**src/cts_pkg.sv**
```systemverilog
// Shared constants, types and calendar lookups for the date to seconds converter.
`timescale 1ns / 1ps

package cts_pkg;

    // Input field widths
    localparam int YEAR_W   = 16;
    localparam int FIELD_W  = 8;
    localparam int MONTH_W  = 4;
    localparam int EPOCH_W  = 32;

    // Calendar constants
    localparam logic [YEAR_W-1:0] EPOCH_YEAR         = 16'd1970;
    localparam logic [YEAR_W-1:0] LEAPS_BEFORE_EPOCH = 16'd477;  // leap years 1..1969
    localparam logic [7:0]        MONTH_FIRST        = 8'd1;
    localparam logic [7:0]        MONTH_LAST         = 8'd12;
    localparam logic [MONTH_W-1:0] MONTH_FEB         = 4'd2;

    // Reciprocal of 25 scaled by 2^20; exact floor for dividends below 43690
    localparam int               RECIP_SHIFT = 20;
    localparam logic [15:0]      RECIP_25    = 16'd41944;
    localparam int               Q100_W      = 10;   // year / 100 <= 655
    localparam int               Q400_W      = 8;    // year / 400 <= 163

    // Derived widths
    localparam int LEAPS_W = 14;   // leap years since 1970, <= 15414
    localparam int DOY_W   = 9;    // day of year, 0..365
    localparam int HMS_W   = 20;   // hour/minute/second seconds, <= 933555
    localparam int DAYS_W  = 25;   // days since epoch, < 2^25

    localparam logic [DOY_W-1:0] LAST_DOY = 9'd365;

    // Seconds per unit
    localparam logic [HMS_W-1:0]   SECS_PER_HOUR = 20'd3600;
    localparam logic [HMS_W-1:0]   SECS_PER_MIN  = 20'd60;
    localparam logic [EPOCH_W-1:0] SECS_PER_DAY  = 32'd86400;
    localparam logic [DAYS_W-1:0]  DAYS_PER_YEAR = 25'd365;

    // Beat passed from the date stages to the seconds stages
    typedef struct packed {
        logic                bad;
        logic [YEAR_W-1:0]   yoff;
        logic [LEAPS_W-1:0]  leaps;
        logic [DOY_W-1:0]    doy;
        logic [HMS_W-1:0]    hms;
    } t_date_beat;

    // Length of a month in a common year; zero for codes outside 1..12
    function automatic logic [4:0] f_month_len(input logic [MONTH_W-1:0] m);
        logic [4:0] len;
        case (m)
            4'd1, 4'd3, 4'd5, 4'd7, 4'd8, 4'd10, 4'd12: len = 5'd31;
            4'd4, 4'd6, 4'd9, 4'd11:                  len = 5'd30;
            4'd2:                                     len = 5'd28;
            default:                                  len = 5'd0;
        endcase
        return len;
    endfunction

    // Days of the whole months before month m in a common year
    function automatic logic [DOY_W-1:0] f_days_before(input logic [MONTH_W-1:0] m);
        logic [DOY_W-1:0] d;
        case (m)
            4'd1:    d = 9'd0;
            4'd2:    d = 9'd31;
            4'd3:    d = 9'd59;
            4'd4:    d = 9'd90;
            4'd5:    d = 9'd120;
            4'd6:    d = 9'd151;
            4'd7:    d = 9'd181;
            4'd8:    d = 9'd212;
            4'd9:    d = 9'd243;
            4'd10:   d = 9'd273;
            4'd11:   d = 9'd304;
            4'd12:   d = 9'd334;
            default: d = 9'd0;
        endcase
        return d;
    endfunction

endpackage

```
**src/cts_date_stage.sv**
```systemverilog
// Date stages: validation, century quotients, leap count and day of year.
`timescale 1ns / 1ps

module cts_date_stage (
    input  logic                          i_clk,
    input  logic                          i_rst_n,
    input  logic                          i_valid,
    output logic                          o_ready,
    input  logic [cts_pkg::YEAR_W-1:0]    i_year_full,
    input  logic [cts_pkg::FIELD_W-1:0]   i_month_num,
    input  logic [cts_pkg::FIELD_W-1:0]   i_day_num,
    input  logic [cts_pkg::FIELD_W-1:0]   i_hour_num,
    input  logic [cts_pkg::FIELD_W-1:0]   i_minute_num,
    input  logic [cts_pkg::FIELD_W-1:0]   i_second_num,
    output logic                          o_valid,
    input  logic                          i_ready,
    output cts_pkg::t_date_beat           o_beat
);
    import cts_pkg::*;

    // Stage A registers
    logic                  r_a_valid;
    logic                  r_a_bad;
    logic [YEAR_W-1:0]     r_a_year;
    logic [MONTH_W-1:0]    r_a_month;
    logic [FIELD_W-1:0]    r_a_day;
    logic [FIELD_W-1:0]    r_a_hour;
    logic [FIELD_W-1:0]    r_a_minute;
    logic [FIELD_W-1:0]    r_a_second;
    logic [Q100_W-1:0]     r_a_q100;
    logic [Q400_W-1:0]     r_a_q400;

    // Stage B registers
    logic                  r_b_valid;
    t_date_beat            r_b_beat;

    logic                  w_ready_a;
    logic                  w_ready_b;

    // Stage A combinational
    logic                  n_a_bad;
    logic [29:0]           w_p100;
    logic [27:0]           w_p400;

    // Stage B combinational
    logic                  w_z100;
    logic                  w_z400;
    logic                  w_leap;
    logic [YEAR_W-1:0]     w_year_m1;
    logic [YEAR_W-1:0]     w_leaps;
    logic [4:0]            w_dim;
    logic [FIELD_W-1:0]    w_day_clamp;
    logic [DOY_W-1:0]      w_doy;
    t_date_beat            n_b_beat;

    // Each stage moves when empty or when the next one moves
    assign w_ready_b = !r_b_valid || i_ready;
    assign w_ready_a = !r_a_valid || w_ready_b;
    assign o_ready   = w_ready_a;

    // Validation and year/100, year/400 by reciprocal multiply
    always_comb begin
        n_a_bad = (i_year_full < EPOCH_YEAR) || (i_month_num < MONTH_FIRST) ||
                  (i_month_num > MONTH_LAST) || (i_day_num == '0);
        w_p100  = 30'(i_year_full[YEAR_W-1:2]) * 30'(RECIP_25);
        w_p400  = 28'(i_year_full[YEAR_W-1:4]) * 28'(RECIP_25);
    end

    always_ff @(posedge i_clk) begin
        if (!i_rst_n) begin
            r_a_valid <= 1'b0;
        end else if (w_ready_a) begin
            r_a_valid <= i_valid;
        end
    end

    always_ff @(posedge i_clk) begin
        if (w_ready_a && i_valid) begin
            r_a_bad    <= n_a_bad;
            r_a_year   <= i_year_full;
            r_a_month  <= i_month_num[MONTH_W-1:0];
            r_a_day    <= i_day_num;
            r_a_hour   <= i_hour_num;
            r_a_minute <= i_minute_num;
            r_a_second <= i_second_num;
            r_a_q100   <= w_p100[RECIP_SHIFT +: Q100_W];
            r_a_q400   <= w_p400[RECIP_SHIFT +: Q400_W];
        end
    end

    // Leap rule, leap count before this year, day of year, time of day
    always_comb begin
        w_z100 = (r_a_year[1:0] == 2'b00) &&
                 (r_a_year[YEAR_W-1:2] == 14'({4'b0, r_a_q100} * 14'd25));
        w_z400 = (r_a_year[3:0] == 4'b0000) &&
                 (r_a_year[YEAR_W-1:4] == 12'({4'b0, r_a_q400} * 12'd25));
        w_leap = (r_a_year[1:0] == 2'b00) && (!w_z100 || w_z400);

        // leaps through (year - 1): floor((y-1)/100) = year/100 - (year % 100 == 0)
        w_year_m1 = r_a_year - 16'd1;
        w_leaps   = {2'b00, w_year_m1[YEAR_W-1:2]}
                  - {6'b0, r_a_q100} + 16'(w_z100)
                  + {8'b0, r_a_q400} - 16'(w_z400)
                  - LEAPS_BEFORE_EPOCH;

        // Clamp the day to the month length
        w_dim = f_month_len(r_a_month) + 5'(w_leap && (r_a_month == MONTH_FEB));
        w_day_clamp = (r_a_day > {3'b0, w_dim}) ? {3'b0, w_dim} : r_a_day;
        w_doy = f_days_before(r_a_month)
              + 9'(w_leap && (r_a_month > MONTH_FEB))
              + {1'b0, w_day_clamp} - 9'd1;

        n_b_beat.bad   = r_a_bad;
        n_b_beat.yoff  = r_a_year - EPOCH_YEAR;
        n_b_beat.leaps = w_leaps[LEAPS_W-1:0];
        n_b_beat.doy   = w_doy;
        n_b_beat.hms   = 20'(r_a_hour) * SECS_PER_HOUR
                       + 20'(r_a_minute) * SECS_PER_MIN
                       + 20'(r_a_second);
    end

    always_ff @(posedge i_clk) begin
        if (!i_rst_n) begin
            r_b_valid <= 1'b0;
        end else if (w_ready_b) begin
            r_b_valid <= r_a_valid;
        end
    end

    always_ff @(posedge i_clk) begin
        if (w_ready_b && r_a_valid) begin
            r_b_beat <= n_b_beat;
        end
    end

    assign o_valid = r_b_valid;
    assign o_beat  = r_b_beat;

`ifndef SYNTHESIS
    // A valid date never lands past the last day of a leap year
    a_doy_range: assert property (@(posedge i_clk) disable iff (!i_rst_n)
        r_b_valid && !r_b_beat.bad |-> r_b_beat.doy <= LAST_DOY)
        else $error("day of year out of range");

    // A blocked stage A keeps its transaction
    a_hold_a: assert property (@(posedge i_clk) disable iff (!i_rst_n)
        r_a_valid && !w_ready_b |=> r_a_valid && $stable(r_a_year))
        else $error("stage A lost a held transaction");

    // A transaction leaving stage A arrives in stage B
    a_move_ab: assert property (@(posedge i_clk) disable iff (!i_rst_n)
        r_a_valid && w_ready_b |=> r_b_valid)
        else $error("transaction dropped between stage A and B");
`endif

endmodule

```
**src/cts_secs_stage.sv**
```systemverilog
// Seconds stages: days since epoch, then scaled to seconds with time of day added.
`timescale 1ns / 1ps

module cts_secs_stage (
    input  logic                          i_clk,
    input  logic                          i_rst_n,
    input  logic                          i_valid,
    output logic                          o_ready,
    input  cts_pkg::t_date_beat           i_beat,
    output logic                          o_valid,
    input  logic                          i_ready,
    output logic [cts_pkg::EPOCH_W-1:0]   o_epoch_seconds,
    output logic                          o_invalid
);
    import cts_pkg::*;

    // Stage C registers
    logic                  r_c_valid;
    logic                  r_c_bad;
    logic [DAYS_W-1:0]     r_c_days;
    logic [HMS_W-1:0]      r_c_hms;

    // Stage D (output) registers
    logic                  r_d_valid;
    logic                  r_d_bad;
    logic [EPOCH_W-1:0]    r_d_secs;

    logic                  w_ready_c;
    logic                  w_ready_d;
    logic [DAYS_W-1:0]     n_c_days;
    logic [EPOCH_W-1:0]    n_d_secs;

    assign w_ready_d = !r_d_valid || i_ready;
    assign w_ready_c = !r_c_valid || w_ready_d;
    assign o_ready   = w_ready_c;

    // Whole days since epoch
    assign n_c_days = 25'(i_beat.yoff) * DAYS_PER_YEAR
                    + 25'(i_beat.leaps) + 25'(i_beat.doy);

    always_ff @(posedge i_clk) begin
        if (!i_rst_n) begin
            r_c_valid <= 1'b0;
        end else if (w_ready_c) begin
            r_c_valid <= i_valid;
        end
    end

    always_ff @(posedge i_clk) begin
        if (w_ready_c && i_valid) begin
            r_c_bad  <= i_beat.bad;
            r_c_days <= n_c_days;
            r_c_hms  <= i_beat.hms;
        end
    end

    // Seconds modulo 2^32; zero for a rejected date
    assign n_d_secs = r_c_bad ? '0
                    : (32'(r_c_days) * SECS_PER_DAY + 32'(r_c_hms));

    always_ff @(posedge i_clk) begin
        if (!i_rst_n) begin
            r_d_valid <= 1'b0;
        end else if (w_ready_d) begin
            r_d_valid <= r_c_valid;
        end
    end

    always_ff @(posedge i_clk) begin
        if (w_ready_d && r_c_valid) begin
            r_d_bad  <= r_c_bad;
            r_d_secs <= n_d_secs;
        end
    end

    assign o_valid         = r_d_valid;
    assign o_epoch_seconds = r_d_secs;
    assign o_invalid       = r_d_bad;

`ifndef SYNTHESIS
    // A rejected date always reads as zero seconds
    a_bad_zero: assert property (@(posedge i_clk) disable iff (!i_rst_n)
        r_d_valid && r_d_bad |-> r_d_secs == '0)
        else $error("invalid transaction with nonzero seconds");

    // A blocked stage C keeps its transaction
    a_hold_c: assert property (@(posedge i_clk) disable iff (!i_rst_n)
        r_c_valid && !w_ready_d |=> r_c_valid && $stable(r_c_days))
        else $error("stage C lost a held transaction");

    // A transaction leaving stage C arrives in the output register
    a_move_cd: assert property (@(posedge i_clk) disable iff (!i_rst_n)
        r_c_valid && w_ready_d |=> r_d_valid)
        else $error("transaction dropped between stage C and output");
`endif

endmodule

```
**src/calendar_to_unix_seconds.sv**
```systemverilog
// Top level: Gregorian date and time to Unix seconds, four-stage pipeline.
//
//  channel   dir   handshake                 payload
//  s_axis    in    i_s_axis_tvalid/tready    tdata: year, month, day, hour, minute, second
//  m_axis    out   o_m_axis_tvalid/tready    tdata: epoch seconds; tuser: invalid flag
//
//  One transaction per cycle sustained while the output is ready; the result passes
//  through four register stages before it is offered.
//  Stages: input/quotient, leap count and day of year, day count, seconds and output.
//  Each stage advances when empty or when the stage after it advances, so a stall
//  on the output backs up the pipe without loss or repetition.
//  Reset (i_rst_n low, synchronous) empties all stages; no clearing pass is needed.
`timescale 1ns / 1ps

module calendar_to_unix_seconds (
    input  logic        i_clk,
    input  logic        i_rst_n,
    input  logic        i_s_axis_tvalid,
    output logic        o_s_axis_tready,
    // [15:0] year_full, [23:16] month_num, [31:24] day_num,
    // [39:32] hour_num, [47:40] minute_num, [55:48] second_num
    input  logic [55:0] i_s_axis_tdata,
    output logic        o_m_axis_tvalid,
    input  logic        i_m_axis_tready,
    // [31:0] epoch_seconds
    output logic [31:0] o_m_axis_tdata,
    // [0] invalid
    output logic        o_m_axis_tuser
);
    import cts_pkg::*;

    logic        w_mid_valid;
    logic        w_mid_ready;
    t_date_beat  w_mid_beat;

    cts_date_stage u_date (
        .i_clk        (i_clk),
        .i_rst_n      (i_rst_n),
        .i_valid      (i_s_axis_tvalid),
        .o_ready      (o_s_axis_tready),
        .i_year_full  (i_s_axis_tdata[15:0]),
        .i_month_num  (i_s_axis_tdata[23:16]),
        .i_day_num    (i_s_axis_tdata[31:24]),
        .i_hour_num   (i_s_axis_tdata[39:32]),
        .i_minute_num (i_s_axis_tdata[47:40]),
        .i_second_num (i_s_axis_tdata[55:48]),
        .o_valid      (w_mid_valid),
        .i_ready      (w_mid_ready),
        .o_beat       (w_mid_beat)
    );

    cts_secs_stage u_secs (
        .i_clk           (i_clk),
        .i_rst_n         (i_rst_n),
        .i_valid         (w_mid_valid),
        .o_ready         (w_mid_ready),
        .i_beat          (w_mid_beat),
        .o_valid         (o_m_axis_tvalid),
        .i_ready         (i_m_axis_tready),
        .o_epoch_seconds (o_m_axis_tdata),
        .o_invalid       (o_m_axis_tuser)
    );

endmodule
```
**config.mk**
```make
export PLATFORM = sky130hd
export DESIGN_NAME = calendar_to_unix_seconds
export DESIGN_NICKNAME = d
export VERILOG_FILES = /design/src/cts_pkg.sv /design/src/cts_date_stage.sv /design/src/cts_secs_stage.sv /design/src/calendar_to_unix_seconds.sv
export SDC_FILE = /design/constraint.sdc
export NUM_CORES = 1
export LEC_CHECK = 0
export ABC_AREA = 1
export BUFFER_PORTS_ARGS = -buffer_cell sky130_fd_sc_hd__clkbuf_2
export CAP_MARGIN = 20
export CORE_ASPECT_RATIO = 1.1
export CORE_MARGIN = 1
export CORE_UTILIZATION = 35
export DETAILED_ROUTE_END_ITERATION = 10
export PLACE_DENSITY_LB_ADDON = 0.1
export SYNTH_ARGS = -nofsm -noshare
export SYNTH_HDL_FRONTEND = slang
export SYNTH_HIERARCHICAL = 1
export SYNTH_SLANG_ARGS = --single-unit
```
**constraint.sdc**
```tcl
create_clock -name i_clk -period 9.2 [get_ports i_clk]
set_clock_uncertainty 0.15 [all_clocks]
set_input_delay 0.92 -clock i_clk [delete_from_list [all_inputs] [get_ports i_clk]]
set_output_delay 0.92 -clock i_clk [all_outputs]
set_load 0.03 [all_outputs]
```
==> out/qor.yml <==
clock_tree:
  post_cts_resized: 0
  root_buffer: "clkbuf_16"
  postCtsSetupBuffers: 0
  cts.clk_slew.worst_paths_ps: 60
  clock_sinks: 226
  postCtsHoldBufs: 0
  cts_max_path_buffers: 3
  clk_latency_ps: 580
  cts_tree: "yes"
  htree_levels: 1
  cts_buffers: 28
yosys:
  synthDistinctLibCells: 55
  avgSynthCellArea_um2: 8.919
  synth_sequential_area_ratio: 0.2292
  synth_top_family_by_area: "adder cells"
  synthArstFlopShare: 0
  synth.area.mux_share: 0
  synth-edff-count: 210
  synthAdderAreaFrac: 0.4104
  syn_area_um2: 28910
  synth-xor-area-share: 0.04297
  yosys_warnings: 6
  synth_compound_area_frac: 0.06474
  syn_inst: 3242
  synth_simple_gate_area_frac: 0.1489
  synthFlopType: "edfxtp_1"
  ys_ff_latch: 226
flow_run:
  drv_cap: 0
sta:
  hold_violations: 0
  setup_violations: 0
  rsz0062_at_grt: "no"
  final.period_utilization: 0.7942
  tns_ps: 0
  relSlewSlack: 0.2963
  slew_viol_final: 0
  finalCriticalPeriod_ps: 7307
  max_slew.worst_pin.slew_ps: 1053
  fmaxAchievable_ghz: 0.1369
grt:
  overflow: 0
  grt_pass1_vias: 21230
  grt_max_degree: 61
  grt_antenna_before_repair: 0
  grt_first_pass_wirelength_um: 110100
  track_usage: 0.1638
drt:
  dr.pass1.iters: 5
  drt_iter0_drc: 691
  wl_per_cell_um: 15.12
  post-route-drc-count: 0
  viasPerCell: 4.580
  ant_nets: 0
  vias: 20360
  wl_um: 67200
critical_path:
  startpoint: "u_date/r_a_q400[2]"
  reg2reg_to: "u_date/o_beat[28]"
  regToRegStartpoint: "u_date/r_a_q400[2]"
  crit_top_cell: "nand2_1"
  arrival_ps: 7460
  criticalPathCategory: "flip-flop to flip-flop"
  end_kind: "flip-flop"
  worstSetupStartpointType: "flip-flop"
  worstPathMaxFanout: 10
  max_stage_delay_ps: 490
  r2r_cells: 42
  reg2reg_slack_ps: 1890
  crit_slowest_cell: "edfxtp_1"
  worstPathRequired_ps: 9360
die:
  die_x_um: 276.0
  die_area_um2: 83770
  die_y_um: 303.5
  row_count: 110
  fp.coreArea_um2: 81750
  start_util: 0.3537
  io_pins: 95
finish:
  n_fill_cell: 8512
  area_growth_pct: 9.118
  fin_nets: 4207
  mostFrequentLayoutCells: "inv_1 (763), ha_1 (518), nand2_1 (513)"
  final_common_cell: "inv_1"
  antenna_cells: 0
  drive_gt1_frac: 0.06951
hold_path:
  hold_class: "flip-flop to flip-flop"
  min_from: "u_date/o_beat[10]"
  hold_path_end: "u_secs/r_c_hms[10]"
  hold-path-cell-count: 0
placed_design:
  place.gp.congestion: 0.8570
  io_buffer_count: 94
  hpwlAfterDp_um: 58770
outcome:
  status: "finished, final reports clean"
cell usage after synthesis (all sizes together), types with 9 or more instances:
library cell    n  area share
nor4           11      0.0029
inv           779        0.10
fa            269        0.19
a21o           14      0.0036
buf             9      0.0018
o21ai          93       0.016
xor2          105       0.032
dfxtp          16       0.011
nor2          186       0.028
nand3         127       0.024
nand2         542       0.074
ha            518        0.22
xnor2          36       0.011
edfxtp        210        0.22
a21oi         171       0.030
nand3b         11      0.0029
o21bai         13      0.0034
nor3           26      0.0048
nand4          47       0.011
how the worst max path moves through the flow:
| stage | cells after the start | endpoint |
|---|---|---|
| 2_1_floorplan | 42 | u_date/o_beat[28] |
| 3_3_place_gp | 41 | u_date/o_beat[28] |
| 3_5_place_dp | 42 | u_date/o_beat[28] |
| 4_1_cts | 42 | u_date/o_beat[28] |
| 5_1_grt | 42 | u_date/o_beat[28] |
| 6_report | 42 | u_date/o_beat[28] |
metal layers:
metal,GRT usage,vias up,share of wire
met5,0,-,0
met4,0.03778,0,0.020
met2,0.3016,220,0.50
li1,-,10610,-
met1,0.2081,9454,0.46
met3,0.01344,75,0.023
logic make-up (layout without fill, tap and decap cells):
kind of cell	count (synthesis)	count (layout)
buf+inv	792	929
simple gates	960	960
flops	226	226
xor+xnor	141	141
fa+ha+maj	787	787
compound gates	335	335
other cells	1	3
stage by stage:
stage                     utilization  std cells  hold WS, ps  instance area [um2]  worst slack [ps]
final                          0.3859       4445        272.1                31550              1893
after global routing           0.3859       4445        282.3                31550              1174
after CTS                      0.3859       4445        273.1                31550              1834
after detailed placement       0.3756       4394        259.0                30710              1868
after global placement         0.3756       4394        251.3                30710              1959
after floorplan                     -       3244        250.3                28920              2709
state kept, by name (all words and copies together), names as in the netlist, named ones only:
| register | cells |
|---|---|
| u_date/o_beat | 60 |
| u_secs/o_epoch_seconds | 32 |
| u_secs/r_c_days | 25 |
| u_secs/r_c_hms | 20 |
| u_date/r_a_year | 16 |
| u_date/r_a_q100 | 10 |
| u_date/r_a_day | 8 |
| u_date/r_a_hour | 8 |
| u_date/r_a_minute | 8 |
| u_date/r_a_q400 | 8 |
| u_date/r_a_second | 8 |
| u_date/r_a_month | 4 |
| u_date/o_valid | 1 |
| u_date/r_a_bad | 1 |
| u_date/r_a_valid | 1 |
| u_secs/o_invalid | 1 |
| u_secs/o_valid | 1 |
| u_secs/r_c_bad | 1 |
| u_secs/r_c_valid | 1 |
layout make-up:
type / instances / area (um2) / share of cell area
clock buffer: 31 / 711.9 / 0.02257
clock inverter: 20 / 128.9 / 0.004085
sequential: 226 / 6626 / 0.2100
tap: 1064 / 1331 / 0.04220
multi-input combinational: 2226 / 19320 / 0.6124
timing repair buffer: 98 / 500.5 / 0.01586
inverter: 780 / 2930 / 0.09288
worst max-delay path, delay by kind of cell, from the launching register on:
kind | cells | cell delay (ps)
adders and majority gates | 11 | 3300
xor gates and xnor gates | 1 | 80
DFF | 1 | 490
buffers and inverters | 3 | 160
and+or+nand+nor | 21 | 2130
AOI/OAI and AO/OA | 6 | 750
Power is not shown: default switching activity piles up to over one toggle a cycle in this logic, so the estimate is an artifact.
